<file path="config.mk">
export PLATFORM = sky130hd
export DESIGN_NAME = xor_frame_command_parser
export DESIGN_NICKNAME = d
export VERILOG_FILES = /design/src/rtl/xfp_pkg.sv /design/src/rtl/xfp_ram.sv /design/src/rtl/xfp_check.sv /design/src/rtl/xor_frame_command_parser.sv
export SDC_FILE = /design/constraint.sdc
export NUM_CORES = 1
export LEC_CHECK = 0
export BUFFER_PORTS_ARGS = -buffer_cell sky130_fd_sc_hd__buf_2
export CAP_MARGIN = 20
export CORE_UTILIZATION = 65
export DETAILED_ROUTE_END_ITERATION = 7
export PLACE_DENSITY = 0.91
export SLEW_MARGIN = 10
export SYNTH_ARGS = -nofsm -noshare
export SYNTH_HDL_FRONTEND = slang
export SYNTH_SLANG_ARGS = --single-unit
</file>
<file path="constraint.sdc">
create_clock -name clk -period 5.71 [get_ports clk]
set_clock_uncertainty 0.1 [all_clocks]
set_input_delay 0 -clock clk [delete_from_list [all_inputs] [get_ports clk]]
set_output_delay 0 -clock clk [all_outputs]
set_load 0.02 [all_outputs]
</file>
<file path="src/rtl/xfp_pkg.sv">
// Shared types and constants for the XOR frame command parser.
`timescale 1ns / 1ps
package xfp_pkg;

  localparam logic [2:0] ST_OK        = 3'd0;
  localparam logic [2:0] ST_SHORT     = 3'd1;
  localparam logic [2:0] ST_BAD_HDR   = 3'd2;
  localparam logic [2:0] ST_TOO_BIG   = 3'd3;
  localparam logic [2:0] ST_SIZE      = 3'd4;
  localparam logic [2:0] ST_CHECKSUM  = 3'd5;

  localparam int unsigned MIN_FRAME  = 4;
  localparam int unsigned HEAD_BYTES = 3;
  localparam int unsigned LEN_W      = 6;

  localparam logic [7:0] HEADER_RESET = 8'hAA;

  typedef struct packed {
    logic [2:0] status;
    logic [7:0] command;
    logic [7:0] length;
  } verdict_t;

endpackage

</file>
<file path="src/rtl/xfp_ram.sv">
// Generic single-write, single-read RAM with a registered read port.
`timescale 1ns / 1ps
module xfp_ram #(
  parameter int WIDTH = 8,
  parameter int DEPTH = 32
) (
  input  logic                                        clk,
  input  logic                                        wr_en,
  input  logic [((DEPTH > 1) ? $clog2(DEPTH) : 1)-1:0] wr_addr,
  input  logic [WIDTH-1:0]                            wr_data,
  input  logic [((DEPTH > 1) ? $clog2(DEPTH) : 1)-1:0] rd_addr,
  output logic [WIDTH-1:0]                            rd_data
);

  logic [WIDTH-1:0] mem [DEPTH];

  always_ff @(posedge clk) begin
    if (wr_en) begin
      mem[wr_addr] <= wr_data;
    end
    rd_data <= mem[rd_addr];
  end

endmodule

</file>
<file path="src/rtl/xfp_check.sv">
// Frame state, header register, payload store writes and the verdict of a buffer.
`timescale 1ns / 1ps
module xfp_check #(
  parameter int MAX_PAYLOAD = 32,
  parameter int AW          = 5
) (
  input  logic              clk,
  input  logic              rst,
  input  logic              cfg_we,
  input  logic [7:0]        cfg_data,
  input  logic              in_fire,
  input  logic [7:0]        in_byte,
  input  logic              end_of_buffer,
  output logic              wr_en,
  output logic [AW-1:0]     wr_addr,
  output logic [7:0]        wr_data,
  output xfp_pkg::verdict_t verdict
);
  import xfp_pkg::*;

  logic [7:0] header_value;
  logic [7:0] byte_count;
  logic [7:0] running_xor;
  logic       header_matched;
  logic [7:0] frame_command;
  logic [7:0] frame_length;

  logic [7:0] count_next;
  logic [7:0] offset;
  logic       ok;

  assign count_next = (byte_count == 8'hFF) ? byte_count : byte_count + 8'd1;
  assign offset     = byte_count - 8'(HEAD_BYTES);

  // Bytes from the fourth on land in the store by offset, if the store has room.
  assign wr_en   = in_fire && (byte_count >= 8'(HEAD_BYTES))
                   && (offset < 8'(MAX_PAYLOAD));
  assign wr_addr = offset[AW-1:0];
  assign wr_data = in_byte;

  always_comb begin
    if (count_next < 8'(MIN_FRAME)) begin
      verdict.status = ST_SHORT;
    end else if (!header_matched) begin
      verdict.status = ST_BAD_HDR;
    end else if (frame_length > 8'(MAX_PAYLOAD)) begin
      verdict.status = ST_TOO_BIG;
    end else if ({1'b0, count_next} != (9'(MIN_FRAME) + {1'b0, frame_length})) begin
      verdict.status = ST_SIZE;
    end else if (running_xor != in_byte) begin
      verdict.status = ST_CHECKSUM;
    end else begin
      verdict.status = ST_OK;
    end
    ok              = (verdict.status == ST_OK);
    verdict.command = ok ? frame_command : 8'd0;
    verdict.length  = ok ? frame_length : 8'd0;
  end

  always_ff @(posedge clk) begin
    if (rst) begin
      header_value   <= HEADER_RESET;
      byte_count     <= 8'd0;
      running_xor    <= 8'd0;
      header_matched <= 1'b0;
      frame_command  <= 8'd0;
      frame_length   <= 8'd0;
    end else begin
      if (cfg_we) begin
        header_value <= cfg_data;
      end
      if (in_fire) begin
        if (end_of_buffer) begin
          byte_count     <= 8'd0;
          running_xor    <= 8'd0;
          header_matched <= 1'b0;
          frame_command  <= 8'd0;
          frame_length   <= 8'd0;
        end else begin
          byte_count  <= count_next;
          running_xor <= running_xor ^ in_byte;
          if (byte_count == 8'd0) begin
            header_matched <= (in_byte == header_value);
          end
          if (byte_count == 8'd1) begin
            frame_command <= in_byte;
          end
          if (byte_count == 8'd2) begin
            frame_length <= in_byte;
          end
        end
      end
    end
  end

endmodule

</file>
<file path="src/rtl/xor_frame_command_parser.sv">
// The verdict item is presented in the cycle after the final byte's transfer.
// Throughput: one input byte per cycle while a buffer streams in and the results are
// not stalled; on an ok frame the payload items follow, each after a fresh registered
// read of the payload memory, and no input is taken until the last one is loaded.
// Reset: header value returns to 0xAA and the frame state clears; the payload
// memory is not cleared, since an entry is only read after it is written.
`timescale 1ns / 1ps
module xor_frame_command_parser #(
  parameter int MAX_PAYLOAD = 32
) (
  input  logic       clk,
  input  logic       rst,
  input  logic       cfg_we,
  input  logic [7:0] cfg_data,
  input  logic       in_valid,
  output logic       in_ready,
  input  logic [7:0] in_byte,
  input  logic       end_of_buffer,
  output logic       out_valid,
  input  logic       out_ready,
  output logic [2:0] status,
  output logic [7:0] command,
  output logic [5:0] payload_length,
  output logic [7:0] data_byte,
  output logic       data_valid,
  output logic       last_of_run
);
  import xfp_pkg::*;

  localparam int AW = (MAX_PAYLOAD > 1) ? $clog2(MAX_PAYLOAD) : 1;

  localparam logic S_IDLE = 1'b0;
  localparam logic S_RUN  = 1'b1;

  logic             state;
  logic [LEN_W-1:0] run_idx;
  logic [LEN_W-1:0] run_len;
  logic             rd_ok;

  logic             in_fire;
  logic             out_free;
  logic             load_payload;
  logic             run_last;
  logic             wr_en;
  logic [AW-1:0]    wr_addr;
  logic [7:0]       wr_data;
  logic [7:0]       rd_data;
  verdict_t         verdict;
  logic             verdict_ok;

  assign out_free     = !out_valid || out_ready;
  assign in_ready     = (state == S_IDLE) && out_free;
  assign in_fire      = in_valid && in_ready;
  assign verdict_ok   = (verdict.status == ST_OK);
  // The memory is read at run_idx every cycle; rd_ok says the data matches it.
  assign load_payload = (state == S_RUN) && rd_ok && out_free;
  assign run_last     = ((run_idx + 1'b1) == run_len);

  xfp_check #(
    .MAX_PAYLOAD (MAX_PAYLOAD),
    .AW          (AW)
  ) u_check (
    .clk           (clk),
    .rst           (rst),
    .cfg_we        (cfg_we),
    .cfg_data      (cfg_data),
    .in_fire       (in_fire),
    .in_byte       (in_byte),
    .end_of_buffer (end_of_buffer),
    .wr_en         (wr_en),
    .wr_addr       (wr_addr),
    .wr_data       (wr_data),
    .verdict       (verdict)
  );

  xfp_ram #(
    .WIDTH (8),
    .DEPTH (MAX_PAYLOAD)
  ) u_store (
    .clk     (clk),
    .wr_en   (wr_en),
    .wr_addr (wr_addr),
    .wr_data (wr_data),
    .rd_addr (run_idx[AW-1:0]),
    .rd_data (rd_data)
  );

  always_ff @(posedge clk) begin
    if (rst) begin
      state     <= S_IDLE;
      out_valid <= 1'b0;
      rd_ok     <= 1'b0;
      run_idx   <= '0;
      run_len   <= '0;
    end else begin
      if (in_fire && end_of_buffer) begin
        out_valid      <= 1'b1;
        status         <= verdict.status;
        command        <= verdict.command;
        payload_length <= verdict.length[LEN_W-1:0];
        data_byte      <= 8'd0;
        data_valid     <= 1'b0;
        last_of_run    <= !verdict_ok || (verdict.length == 8'd0);
        run_idx        <= '0;
        run_len        <= verdict.length[LEN_W-1:0];
        rd_ok          <= 1'b0;
        if (verdict_ok && (verdict.length != 8'd0)) begin
          state <= S_RUN;
        end
      end else if (load_payload) begin
        out_valid   <= 1'b1;
        status      <= ST_OK;
        data_byte   <= rd_data;
        data_valid  <= 1'b1;
        last_of_run <= run_last;
        run_idx     <= run_idx + 1'b1;
        rd_ok       <= 1'b0;
        if (run_last) begin
          state <= S_IDLE;
        end
      end else begin
        if (out_ready) begin
          out_valid <= 1'b0;
        end
        rd_ok <= 1'b1;
      end
    end
  end

`ifndef SYNTHESIS
  a_verdict_follows: assert property (@(posedge clk) disable iff (rst)
    in_fire && end_of_buffer |=> out_valid && !data_valid)
    else $error("verdict item missing after final byte");

  a_run_index_bound: assert property (@(posedge clk) disable iff (rst)
    state == S_RUN |-> run_idx < run_len)
    else $error("payload read index past frame length");

  a_payload_status_ok: assert property (@(posedge clk) disable iff (rst)
    out_valid && data_valid |-> status == ST_OK && command == command)
    else $error("payload item with non-ok status");

  a_run_ends_idle: assert property (@(posedge clk) disable iff (rst)
    load_payload && run_last |=> state == S_IDLE && out_valid && last_of_run)
    else $error("run did not end on its last payload item");

  a_no_input_in_run: assert property (@(posedge clk) disable iff (rst)
    state == S_RUN |-> !in_fire && !wr_en)
    else $error("input taken while payload run is draining");
`endif

endmodule

</file>
==> results_dict.tcl <==
set metrics [dict create \
    outcome "complete, but fails checks" \
    violations "negative hold slack" \
    swShare_pct 20.76 \
    vias_per_cell 6.874 \
    finalNonFillerCells 1258 \
    vias 8648 \
    syn_to_final_growth_pct 12.41 \
    hold_violations 2 \
    leakage_nw 5.237 \
    crit_arrival_ps 4030 \
    finalSetupViolations 0 \
    end_kind "flip-flop" \
    cp_max_fo 18 \
    start_util_pct 66.09 \
    grt_max_degree 69 \
    worstSkewPairLatency_ps 520 \
    pwr-share-seq_pct 53.9 \
    grt_pass1_wl_mm 52.47 \
    gp_congestion 0.9386 \
    holdCritPathClass "input pin to flip-flop" \
    power_mw 5.110 \
    ys_types 61 \
    synth.net_count 919 \
    relSlewSlack_pct 24.78 \
    first_pass_iters 6 \
    regArea_mm2 0.009784 \
    drc_errors 0 \
    clkSlewWorstSetupHoldPaths_ps 60 \
    fmax_mhz 250.4 \
    nets 982 \
    grt_pass1_vias 8271 \
    io_pins 51 \
    intPower_mw 4.049 \
    syn_avg_cell_area_um2 16.19 \
    tns_ps 0 \
    clk_path_buf_depth 3 \
    die_area_mm2 0.02272 \
    die_height_um 150.7 \
    p_sw_mw 1.061 \
    multi_input_area_mm2 0.004293 \
    tightestPinTransition_ps 1127 \
    post_cts_resized 0 \
    drv_slew 0 \
    p_per_area_mw_per_mm2 316.1 \
    ys_ff_latch 347 \
    core_area_mm2 0.02176 \
    path_class "flip-flop to flip-flop" \
    grt_usage_pct 32.58 \
    fin_crit_sh_pct 69.93 \
    cts_tree "done" \
    worst_ir_drop_vdd_uv 282.1 \
    fillCellCount 1211 \
    p_comb_share_pct 2.9 \
    die_w_um 150.7 \
    synth-seq-area-share_pct 68.01 \
    wl_per_cell_um 27.80 \
    row_count 54 \
    period_minus_slack_ps 3993 \
    synth-edff-count 283 \
    port_buffers 50 \
    htreeDepth 2 \
    worst_hold_slack_ps -1.141 \
    syn_inst 888 \
    ant_nets 0 \
    drive_above_1_share_pct 21.29 \
    antenna_found_initial 3 \
    worst_ep_required_time_ps 5750 \
    async_flop_share_pct 0 \
    crit_path_start_kind "flip-flop" \
    grt_setup_unrepaired "false" \
    cap_violations 0 \
    clock-sinks 347 \
    final_common_cell "edfxtp_1" \
    synthFlopType "edfxtp_1" \
    place_inst 1167 \
    finalWirelength_mm 34.98 \
    ys_warn_count 0 \
    dpl.hpwl_mm 20.08 \
    cts_inserted_buffers 35 \
    clock_power_share_pct 43.2 \
    root_buffer "clkbuf_16" \
    layout_common_cells "edfxtp_1 (283), nor2_1 (81), mux4_2 (80)" \
    drtIter0Drc 1276 \
    grt-ovfl-total 0 \
    synthesis.area_mm2 0.01438 \
]
repair_timing:
action	in CTS	in global routing
endpoints found under the hold margin	85	0
setup buffers	0	0
endpoints found under the setup margin	0	0
hold buffers	27	0
routing by layer:
metal	vias up	GRT usage, %	routed length, um
met5	-	0	27
met4	4	13.00	1336
met3	116	5.939	3629
met2	665	52.75	17370
met1	4258	44.24	12610
li1	3605	-	-
critical path: stages, from the launching register on:
cell and delay [ps]:
dfxtp_1 560, ha_1 620, nand3_1 150, a21oi_1 190, o21bai_1 110, a211oi_1 570, nand2_1 550, nor2_1 770
per-stage QoR:
stage | hold slack, ps | area [um2] | util (%) | setup slack (ps)
after CTS | 2.477 | 16160 | 74.26 | 1917
after detailed placement | 127.2 | 14790 | 67.97 | 2029
after global placement | 113.1 | 14790 | 67.97 | 2207
final | -1.141 | 16160 | 74.29 | 1717
after floorplan | -1.131 | 14380 | - | 2996
after global routing | 0.8048 | 16160 | 74.28 | 1557
flip-flops by register name, summed over array words and instances (netlist names):
name	cells
payload_length	6
run_len	6
rd_ok	1
state	1
u_store.rd_data	8
last_of_run	1
u_check.header_matched	1
out_valid	1
u_check.frame_length	8
run_idx	6
u_check.frame_command	8
status	3
u_check.header_value	8
u_check.byte_count	8
data_byte	8
data_valid	1
u_store.mem	256
u_check.running_xor	8
command	8
power groups by stage:
stage,clock [mW],combinational [mW],sequential [mW]
6_report,2.21,0.148,2.75
5_1_grt,2.33,0.158,2.75
4_1_cts,2.22,0.145,2.75
3_5_place_dp,0,0.128,2.81
3_3_place_gp,0,0.124,2.80
2_1_floorplan,0,0.0576,2.81
area by class of cell:
class / count / area share, %
clock buffer: 44 / 5.759
antenna: 1 / 0.01548
sequential: 347 / 60.54
tap: 280 / 2.168
inverter: 12 / 0.2787
multi-input combinational: 469 / 26.56
timing repair buffer: 86 / 3.638
clock inverter: 19 / 1.045
final timing paths:
check        slack [ps]                                   from  depth (start not counted)                                    end
max reg2reg        1720     u_check.byte_count[0]$_SDFFE_PP0P_                          7           u_store.mem[27][2]$_DFFE_PP_
min reg2reg         400  u_check.frame_command[6]$_SDFFE_PP0P_                          2  u_check.frame_command[6]$_SDFFE_PP0P_
max                1720     u_check.byte_count[0]$_SDFFE_PP0P_                          7           u_store.mem[27][2]$_DFFE_PP_
min                  -1                             in_byte[2]                          2            u_store.mem[1][2]$_DFFE_PP_
synthesized netlist by cell type, drive strengths merged (6+ instances only):
| library cell | count | area (um2) |
|---|---|---|
| nand3b | 8 | 60.06 |
| ha | 9 | 112.6 |
| o21ai | 17 | 85.08 |
| nor4 | 11 | 68.82 |
| nor3 | 9 | 45.04 |
| buf | 30 | 152.6 |
| xnor2 | 14 | 122.6 |
| mux4 | 80 | 1802 |
| nor2 | 81 | 304.0 |
| mux2i | 8 | 80.08 |
| nand2 | 29 | 108.9 |
| and2 | 31 | 193.9 |
| dfxtp | 64 | 1281 |
| nand4 | 7 | 43.79 |
| a21oi | 28 | 140.1 |
| xor2 | 20 | 175.2 |
| a32o | 6 | 60.06 |
| edfxtp | 283 | 8498 |
| nand3 | 14 | 70.07 |
| inv | 11 | 41.29 |
| clkbuf | 30 | 112.6 |
| mux2 | 9 | 101.4 |
| a22oi | 17 | 127.6 |
| and3 | 8 | 50.05 |
cells by family (layout without fill, tap and decap cells):
logic type / Yosys count / in the layout / share of synthesized area [%]
flops: 347 / 347 / 68.01
buf+inv: 72 / 161 / 2.158
xor+xnor: 35 / 35 / 2.236
mux: 97 / 97 / 13.79
other cells: 0 / 1 / 0
compound gates: 106 / 106 / 5.073
fa+ha+maj: 9 / 9 / 0.7832
simple gates: 222 / 222 / 7.945
Note: power is estimated with default switching activity, not from simulation.
